$ cat config.mk
export PLATFORM = sky130hd
export DESIGN_NAME = button_press_level_classifier_core
export DESIGN_NICKNAME = d
export VERILOG_FILES = /design/src/hw/rtl/bplc_pkg.sv /design/src/hw/rtl/bplc_cfg_regs.sv /design/src/hw/rtl/bplc_step.sv /design/src/hw/rtl/button_press_level_classifier_core.sv
export SDC_FILE = /design/constraint.sdc
export NUM_CORES = 1
export LEC_CHECK = 0
export ABC_AREA = 1
export CAP_MARGIN = 5
export CORE_MARGIN = 5
export CORE_UTILIZATION = 41
export DETAILED_ROUTE_END_ITERATION = 10
export DONT_BUFFER_PORTS = 1
export HOLD_SLACK_MARGIN = 0.06
export SYNTH_ARGS = -nofsm -noshare
export SYNTH_HDL_FRONTEND = slang
export SYNTH_SLANG_ARGS = --single-unit
$ cat constraint.sdc
create_clock -name clk_i -period 5.25 [get_ports clk_i]
set_clock_uncertainty 0.2 [all_clocks]
set_input_delay 0 -clock clk_i [delete_from_list [all_inputs] [get_ports clk_i]]
set_output_delay 0 -clock clk_i [all_outputs]
set_load 0.05 [all_outputs]
$ cat src/hw/rtl/bplc_pkg.sv
// ----------------------------------------------------------------------------
// bplc_pkg
// shared types and constants of the button press level classifier
// ----------------------------------------------------------------------------
`timescale 1ns / 1ps
`default_nettype none

package bplc_pkg;

  localparam int unsigned NUM_THR    = 5;
  localparam int unsigned THR_W      = 32;
  localparam int unsigned LVL_W      = 3;
  localparam int unsigned CFG_AW     = 5;
  localparam int unsigned CFG_DW     = 32;

  localparam logic [THR_W-1:0] THR_RESET [NUM_THR] = '{
    32'd300, 32'd1000, 32'd2000, 32'd0, 32'd0
  };
  localparam logic [LVL_W-1:0] LEVELS_IN_USE_RESET = 3'd3;
  localparam logic             POLARITY_RESET      = 1'b0;
  localparam logic [LVL_W-1:0] TOGGLE_MIN_RESET    = 3'd2;

  typedef enum logic [2:0] {
    REG_THR_A      = 3'd0,
    REG_THR_B      = 3'd1,
    REG_THR_C      = 3'd2,
    REG_THR_D      = 3'd3,
    REG_THR_E      = 3'd4,
    REG_LEVELS     = 3'd5,
    REG_POLARITY   = 3'd6,
    REG_TOGGLE_MIN = 3'd7
  } cfg_reg_e;

  typedef struct packed {
    logic [NUM_THR-1:0][THR_W-1:0] thr;
    logic [LVL_W-1:0]              levels_in_use;
    logic                          pressed_polarity;
    logic [LVL_W-1:0]              toggle_min_level;
  } cfg_t;

  typedef struct packed {
    logic             release_event;
    logic [LVL_W-1:0] press_level;
    logic             is_pressed;
    logic             relay_on;
  } res_t;

endpackage

`default_nettype wire

$ cat src/hw/rtl/bplc_cfg_regs.sv
// ----------------------------------------------------------------------------
// bplc_cfg_regs
// apb register file holding thresholds, level count, polarity and toggle level
// ----------------------------------------------------------------------------
`timescale 1ns / 1ps
`default_nettype none

module bplc_cfg_regs
  import bplc_pkg::*;
(
  input  wire logic              clk_i,
  input  wire logic              rst_ni,
  input  wire logic              psel,
  input  wire logic              penable,
  input  wire logic              pwrite,
  input  wire logic [CFG_AW-1:0] paddr,
  input  wire logic [CFG_DW-1:0] pwdata,
  output logic      [CFG_DW-1:0] prdata,
  output logic                   pready,
  output cfg_t                   cfg_o
);

  cfg_t     cfg_q;
  cfg_reg_e reg_sel;
  logic     wr_en;

  assign pready  = 1'b1;
  assign reg_sel = cfg_reg_e'(paddr[CFG_AW-1:2]);
  assign wr_en   = psel && penable && pwrite;
  assign cfg_o   = cfg_q;

  always_ff @(posedge clk_i or negedge rst_ni) begin
    if (!rst_ni) begin
      for (int i = 0; i < NUM_THR; i++) begin
        cfg_q.thr[i] <= THR_RESET[i];
      end
      cfg_q.levels_in_use    <= LEVELS_IN_USE_RESET;
      cfg_q.pressed_polarity <= POLARITY_RESET;
      cfg_q.toggle_min_level <= TOGGLE_MIN_RESET;
    end else if (wr_en) begin
      unique case (reg_sel)
        REG_THR_A:      cfg_q.thr[0]           <= pwdata;
        REG_THR_B:      cfg_q.thr[1]           <= pwdata;
        REG_THR_C:      cfg_q.thr[2]           <= pwdata;
        REG_THR_D:      cfg_q.thr[3]           <= pwdata;
        REG_THR_E:      cfg_q.thr[4]           <= pwdata;
        REG_LEVELS:     cfg_q.levels_in_use    <= pwdata[LVL_W-1:0];
        REG_POLARITY:   cfg_q.pressed_polarity <= pwdata[0];
        REG_TOGGLE_MIN: cfg_q.toggle_min_level <= pwdata[LVL_W-1:0];
      endcase
    end
  end

  always_comb begin
    unique case (reg_sel)
      REG_THR_A:      prdata = cfg_q.thr[0];
      REG_THR_B:      prdata = cfg_q.thr[1];
      REG_THR_C:      prdata = cfg_q.thr[2];
      REG_THR_D:      prdata = cfg_q.thr[3];
      REG_THR_E:      prdata = cfg_q.thr[4];
      REG_LEVELS:     prdata = CFG_DW'(cfg_q.levels_in_use);
      REG_POLARITY:   prdata = CFG_DW'(cfg_q.pressed_polarity);
      REG_TOGGLE_MIN: prdata = CFG_DW'(cfg_q.toggle_min_level);
    endcase
  end

endmodule

`default_nettype wire

$ cat src/hw/rtl/bplc_step.sv
// ----------------------------------------------------------------------------
// bplc_step
// press tracking state and combinational level classification of one sample
// ----------------------------------------------------------------------------
`timescale 1ns / 1ps
`default_nettype none

module bplc_step
  import bplc_pkg::*;
#(
  parameter int unsigned MAX_LEVELS = 5
) (
  input  wire logic             clk_i,
  input  wire logic             rst_ni,
  input  wire logic             en_i,
  input  wire logic             raw_level_i,
  input  wire logic [THR_W-1:0] now_ms_i,
  input  wire cfg_t             cfg_i,
  output res_t                  res_o
);

  localparam int unsigned LevelCap = (MAX_LEVELS < NUM_THR) ? MAX_LEVELS : NUM_THR;

  logic             pressed_q, pressed_d;
  logic [THR_W-1:0] start_q, start_d;
  logic [LVL_W-1:0] level_q, level_d;
  logic             relay_q, relay_d;
  logic             release_d;
  logic [THR_W-1:0] held;
  logic [LVL_W-1:0] active_n;
  logic [LVL_W-1:0] met_level;

  // active level count clamped to the cap
  always_comb begin
    active_n = cfg_i.levels_in_use;
    if (active_n > LVL_W'(LevelCap)) begin
      active_n = LVL_W'(LevelCap);
    end
  end

  assign held = now_ms_i - start_q;

  // last threshold in use that the held time meets, keep level otherwise
  always_comb begin
    met_level = level_q;
    for (int i = 0; i < NUM_THR; i++) begin
      if ((LVL_W'(i) < active_n) && (held >= cfg_i.thr[i])) begin
        met_level = LVL_W'(i + 1);
      end
    end
  end

  always_comb begin
    pressed_d = pressed_q;
    start_d   = start_q;
    level_d   = level_q;
    relay_d   = relay_q;
    release_d = 1'b0;
    if (raw_level_i == cfg_i.pressed_polarity) begin
      if (!pressed_q) begin
        pressed_d = 1'b1;
        start_d   = now_ms_i;
        level_d   = '0;
      end else begin
        level_d = met_level;
      end
    end else if (pressed_q) begin
      pressed_d = 1'b0;
      release_d = 1'b1;
      if (level_q >= cfg_i.toggle_min_level) begin
        relay_d = !relay_q;
      end
    end
  end

  always_ff @(posedge clk_i or negedge rst_ni) begin
    if (!rst_ni) begin
      pressed_q <= 1'b0;
      start_q   <= '0;
      level_q   <= '0;
      relay_q   <= 1'b0;
    end else if (en_i) begin
      pressed_q <= pressed_d;
      start_q   <= start_d;
      level_q   <= level_d;
      relay_q   <= relay_d;
    end
  end

  assign res_o.release_event = release_d;
  assign res_o.press_level   = level_d;
  assign res_o.is_pressed    = pressed_d;
  assign res_o.relay_on      = relay_d;

endmodule

`default_nettype wire

$ cat src/hw/rtl/button_press_level_classifier_core.sv
// ----------------------------------------------------------------------------
// button_press_level_classifier_core
// classifies button presses by hold time and toggles a relay on release
// ----------------------------------------------------------------------------
// an accepted request is held in the input register and its result moves to the
// result register when the output is free; throughput: 1 request per cycle while
// the output is not stalled, set by the step logic between the two registers
// reset: async active low, press state idle, relay off, config registers at defaults
`timescale 1ns / 1ps
`default_nettype none

module button_press_level_classifier_core
  import bplc_pkg::*;
#(
  parameter int unsigned MAX_LEVELS = 5
) (
  input  wire logic              clk_i,
  input  wire logic              rst_ni,
  input  wire logic              psel,
  input  wire logic              penable,
  input  wire logic              pwrite,
  input  wire logic [CFG_AW-1:0] paddr,
  input  wire logic [CFG_DW-1:0] pwdata,
  output logic      [CFG_DW-1:0] prdata,
  output logic                   pready,
  input  wire logic              in_valid_i,
  output logic                   in_stall_o,
  input  wire logic              raw_level_i,
  input  wire logic [THR_W-1:0]  now_ms_i,
  output logic                   out_valid_o,
  input  wire logic              out_stall_i,
  output logic                   release_event_o,
  output logic      [LVL_W-1:0]  press_level_o,
  output logic                   is_pressed_o,
  output logic                   relay_on_o
);

  cfg_t             cfg;
  res_t             res;
  res_t             res_q;
  logic             in_valid_q, in_valid_d;
  logic             in_raw_q;
  logic [THR_W-1:0] in_now_q;
  logic             out_valid_q, out_valid_d;
  logic             out_free;
  logic             advance;
  logic             in_take;

  bplc_cfg_regs u_cfg_regs (
    .clk_i   (clk_i),
    .rst_ni  (rst_ni),
    .psel    (psel),
    .penable (penable),
    .pwrite  (pwrite),
    .paddr   (paddr),
    .pwdata  (pwdata),
    .prdata  (prdata),
    .pready  (pready),
    .cfg_o   (cfg)
  );

  bplc_step #(
    .MAX_LEVELS (MAX_LEVELS)
  ) u_step (
    .clk_i       (clk_i),
    .rst_ni      (rst_ni),
    .en_i        (advance),
    .raw_level_i (in_raw_q),
    .now_ms_i    (in_now_q),
    .cfg_i       (cfg),
    .res_o       (res)
  );

  assign out_free    = !out_valid_q || !out_stall_i;
  assign advance     = in_valid_q && out_free;
  assign in_stall_o  = in_valid_q && !out_free;
  assign in_take     = in_valid_i && !in_stall_o;
  assign in_valid_d  = in_take || (in_valid_q && !advance);
  assign out_valid_d = out_free ? advance : out_valid_q;

  always_ff @(posedge clk_i or negedge rst_ni) begin
    if (!rst_ni) begin
      in_valid_q  <= 1'b0;
      out_valid_q <= 1'b0;
    end else begin
      in_valid_q  <= in_valid_d;
      out_valid_q <= out_valid_d;
    end
  end

  always_ff @(posedge clk_i) begin
    if (in_take) begin
      in_raw_q <= raw_level_i;
      in_now_q <= now_ms_i;
    end
    if (advance) begin
      res_q <= res;
    end
  end

  assign out_valid_o     = out_valid_q;
  assign release_event_o = res_q.release_event;
  assign press_level_o   = res_q.press_level;
  assign is_pressed_o    = res_q.is_pressed;
  assign relay_on_o      = res_q.relay_on;

  a_release_ends_press : assert property (@(posedge clk_i) disable iff (!rst_ni)
    out_valid_o && release_event_o |-> !is_pressed_o)
    else $error("release reported while press still in progress");

  a_level_range : assert property (@(posedge clk_i) disable iff (!rst_ni)
    out_valid_o |-> (press_level_o <= LVL_W'(NUM_THR)))
    else $error("press level beyond threshold count");

  a_stall_needs_item : assert property (@(posedge clk_i) disable iff (!rst_ni)
    in_stall_o |-> in_valid_q && out_valid_q)
    else $error("input stalled without a held request");

  a_result_after_advance : assert property (@(posedge clk_i) disable iff (!rst_ni)
    advance |=> out_valid_o)
    else $error("advanced request produced no result");

endmodule

`default_nettype wire
==> results.json <==
{
  "grt_pass1_wl_mm": 72.9,
  "worstSetupStartpoint": "in_now_q[2]$_DFFE_PP_",
  "dr.first_iter.drc_count": 997,
  "clk_pin_slew_ps": 60,
  "grt_max_degree": 207,
  "first_pass_iters": 5,
  "utilization_pct": 50.5,
  "vias": 13700,
  "cp-start-kind": "flop",
  "final_cell_mix": "nand2_1, inv_1, ha_1",
  "setup_slack_ps": 567,
  "drive_gt1_share_pct": 6.43,
  "die_y_um": 205,
  "drv_slew": 0,
  "final_net_count": 2381,
  "maxCapViolCount": 0,
  "root_buffer": "clkbuf_16",
  "insertion_delay_ps": 570,
  "stdcell_area_um2": 19000,
  "gp_congestion": 0.901,
  "cts.sinks": 245,
  "crit_buf_inv": 0,
  "final.setup.tns_ps": 0,
  "required_ps": 5360,
  "critPathMaxFanout": 5,
  "synth_edf_count": 39,
  "r2r_start": "in_now_q[2]$_DFFE_PP_",
  "port_buffers": 0,
  "finalHoldViolCount": 0,
  "slowest_stage": "xor2_1",
  "route.detailed.wl_per_inst_um": 17.4,
  "start_util_pct": 41.4,
  "max_freq_mhz": 214,
  "syn_area_um2": 15600,
  "worstMarginPinSlew_ps": 1180,
  "final_cells": 2643,
  "fp.coreArea_um2": 37600,
  "max-vdd-ir-drop_uv": 369,
  "holdWs_ps": 29.0,
  "placementRows": 71,
  "crit_path_end_kind": "flop",
  "cts.path.max_buffers": 3,
  "cp.arrival_ps": 4790,
  "period_share_pct": 89.2,
  "cts_tree": "done",
  "io_pins": 118,
  "status": "finished, final reports clean",
  "ys_ff_latch": 245,
  "p_leak_nw": 8.98,
  "post-place-ws_ps": 678,
  "antenna_found_initial": 0,
  "max_slew_margin_pct": 21.2,
  "synth-seq-area-share_pct": 40.8,
  "diodes": 0,
  "netlist_instances": 1930,
  "async_reset_ff_share_pct": 84.1,
  "drt-vias-per-instance": 5.17,
  "track_usage_pct": 21.8,
  "die_area_um2": 41900,
  "syn_nets": 2202,
  "antenna_left": 0,
  "rsz0062_at_grt": "false",
  "slowest_delay_ps": 600,
  "avgSynthCellArea_um2": 8.06,
  "yosys.cell_types.count": 45,
  "dominantRegCellSynth": "dfrtp_1",
  "yosys_warnings": 0,
  "power-per-cell-area_nw_per_um2": 627,
  "hold_class": "primary input to asynchronous set/reset pin",
  "finalWirelength_mm": 46.1,
  "dp_cells": 2430,
  "crit_type": "flop to flop",
  "min_period_ps": 4680,
  "path_cells": "ha_1 -> a21oi_1 -> nand2_1 -> a21oi_2 -> o21ai_2 -> nand3_1 -> nand3_1 -> a21oi_1 -> xor2_1 -> ha_1 -> nand2_1 -> nor2_1 -> nand2_1 -> nor4_1 -> nand4_1 -> nand3_1 -> nand2_1 -> nand4_1 -> nand2_1 -> nand2_1 -> nand2_1",
  "cts_resized": 0,
  "power_mw": 11.9,
  "hpwl_mm": 32.7,
  "die_w_um": 205,
  "crit_family": "simple AND/OR/NAND/NOR gates",
  "grt_overflow_total": 0,
  "drc_errors": 0,
  "htreeDepth": 1,
  "setup_viol": 0,
  "syn2layout_area_growth_pct": 22.0,
  "dpl-instance-area_um2": 16300,
  "mostFrequentLayoutCell": "nand2_1",
  "path_common_cell": "nand2_1",
  "grt_pass1_vias": 13600,
  "cts_buffers": 29
}
## cell families after synthesis
| family | share of synthesized area (%) |
|---|---|
| xor gates and xnor gates | 1.69 |
| adders and majority gates | 15.7 |
| buffers and inverters | 8.70 |
| DFF | 40.8 |
| other | 0.0241 |
| AOI/OAI and AO/OA | 17.0 |
| muxes | 0.0724 |
| and+or+nand+nor | 15.9 |
## flip-flops by register name, summed over array words and instances, names as in the netlist
| signal | cells |
|---|---|
| in_now_q | 32 |
| out_valid_o | 1 |
| u_step.level_q | 3 |
| press_level_o | 3 |
| u_step.relay_q | 1 |
| relay_on_o | 1 |
| release_event_o | 1 |
| is_pressed_o | 1 |
| in_raw_q | 1 |
| u_step.start_q | 32 |
| in_valid_q | 1 |
| u_step.pressed_q | 1 |
| u_cfg_regs.cfg_o | 167 |
## layout make-up
type | count | area (um2)
fillers | 3564 | 18600
well taps | 511 | 639
inverters | 307 | 1150
flip-flops and latches | 245 | 6350
clock inverters | 14 | 208
repair buffers | 200 | 1920
clock buffers | 40 | 828
multi-input cells | 1326 | 7880
## synthesized netlist by cell type, types with 2 or more instances
cell / number / area, um2
nand2_1: 420 / 1580
inv_1: 301 / 1130
ha_1: 194 / 2430
dfrtp_1: 187 / 4680
a21oi_1: 168 / 841
o21ai_0: 126 / 631
nor2_1: 115 / 432
o21ai_1: 90 / 450
clkbuf_1: 45 / 169
edfxtp_1: 39 / 1170
nand3_1: 36 / 180
o22ai_1: 34 / 213
o211ai_1: 31 / 233
dfstp_2: 19 / 499
xor2_1: 18 / 158
nor3_1: 16 / 80.1
nand4_1: 14 / 87.6
xnor2_1: 12 / 105
a21o_1: 7 / 52.6
inv_2: 6 / 22.5
a221oi_1: 5 / 43.8
nor4_1: 5 / 31.3
buf_1: 4 / 15.0
o21a_1: 4 / 30.0
o21ai_2: 4 / 35.0
o221ai_1: 3 / 26.3
a21oi_2: 2 / 17.5
a31oi_1: 2 / 12.5
and2_1: 2 / 12.5
buf_2: 2 / 10.0
nand2_2: 2 / 12.5
nand3b_1: 2 / 15.0
nor3_2: 2 / 20.0
o21ai_4: 2 / 32.5
## report_power, final
| part | switching, mW | leakage [nW] | total, mW | internal, mW |
|---|---|---|---|---|
| registers | 0.269 | 2.93 | 2.65 | 2.38 |
| clock network | 0.828 | 0.495 | 2.17 | 1.35 |
| logic | 4.49 | 5.56 | 7.07 | 2.58 |
| total | 5.59 | 8.98 | 11.9 | 6.31 |
## per-layer routing
metal  global-route usage [%]  up-vias  wire [um]
li1                         -     6774          -
met1                     30.0     6414      21200
met2                     35.8      389      21000
met3                     3.36       93       2430
met4                     6.53        0       1500
met5                        0        -          0
## worst paths after layout
check	slack [ps]	to	cells past startpoint
max in group asynchronous	4030	u_step.start_q[2]$_DFFE_PN0P_	2
hold / removal	30	u_cfg_regs.cfg_o[108]$_DFFE_PN0P_	2
min in group clk_i	90	u_cfg_regs.cfg_o[132]$_DFFE_PN0P_	4
hold reg to reg	270	u_cfg_regs.cfg_o[79]$_DFFE_PN1P_	2
setup reg to reg	570	press_level_o[2]$_DFFE_PP_	21
setup / recovery	570	press_level_o[2]$_DFFE_PP_	21
## what timing repair did
item                                    4_1_cts  5_1_grt
buffers inserted                              0        0
hold buffers                                159        0
endpoints found under the hold margin       452        0
endpoints found under the setup margin        0        0
No activity file was read; power rests on OpenSTA's default activity.
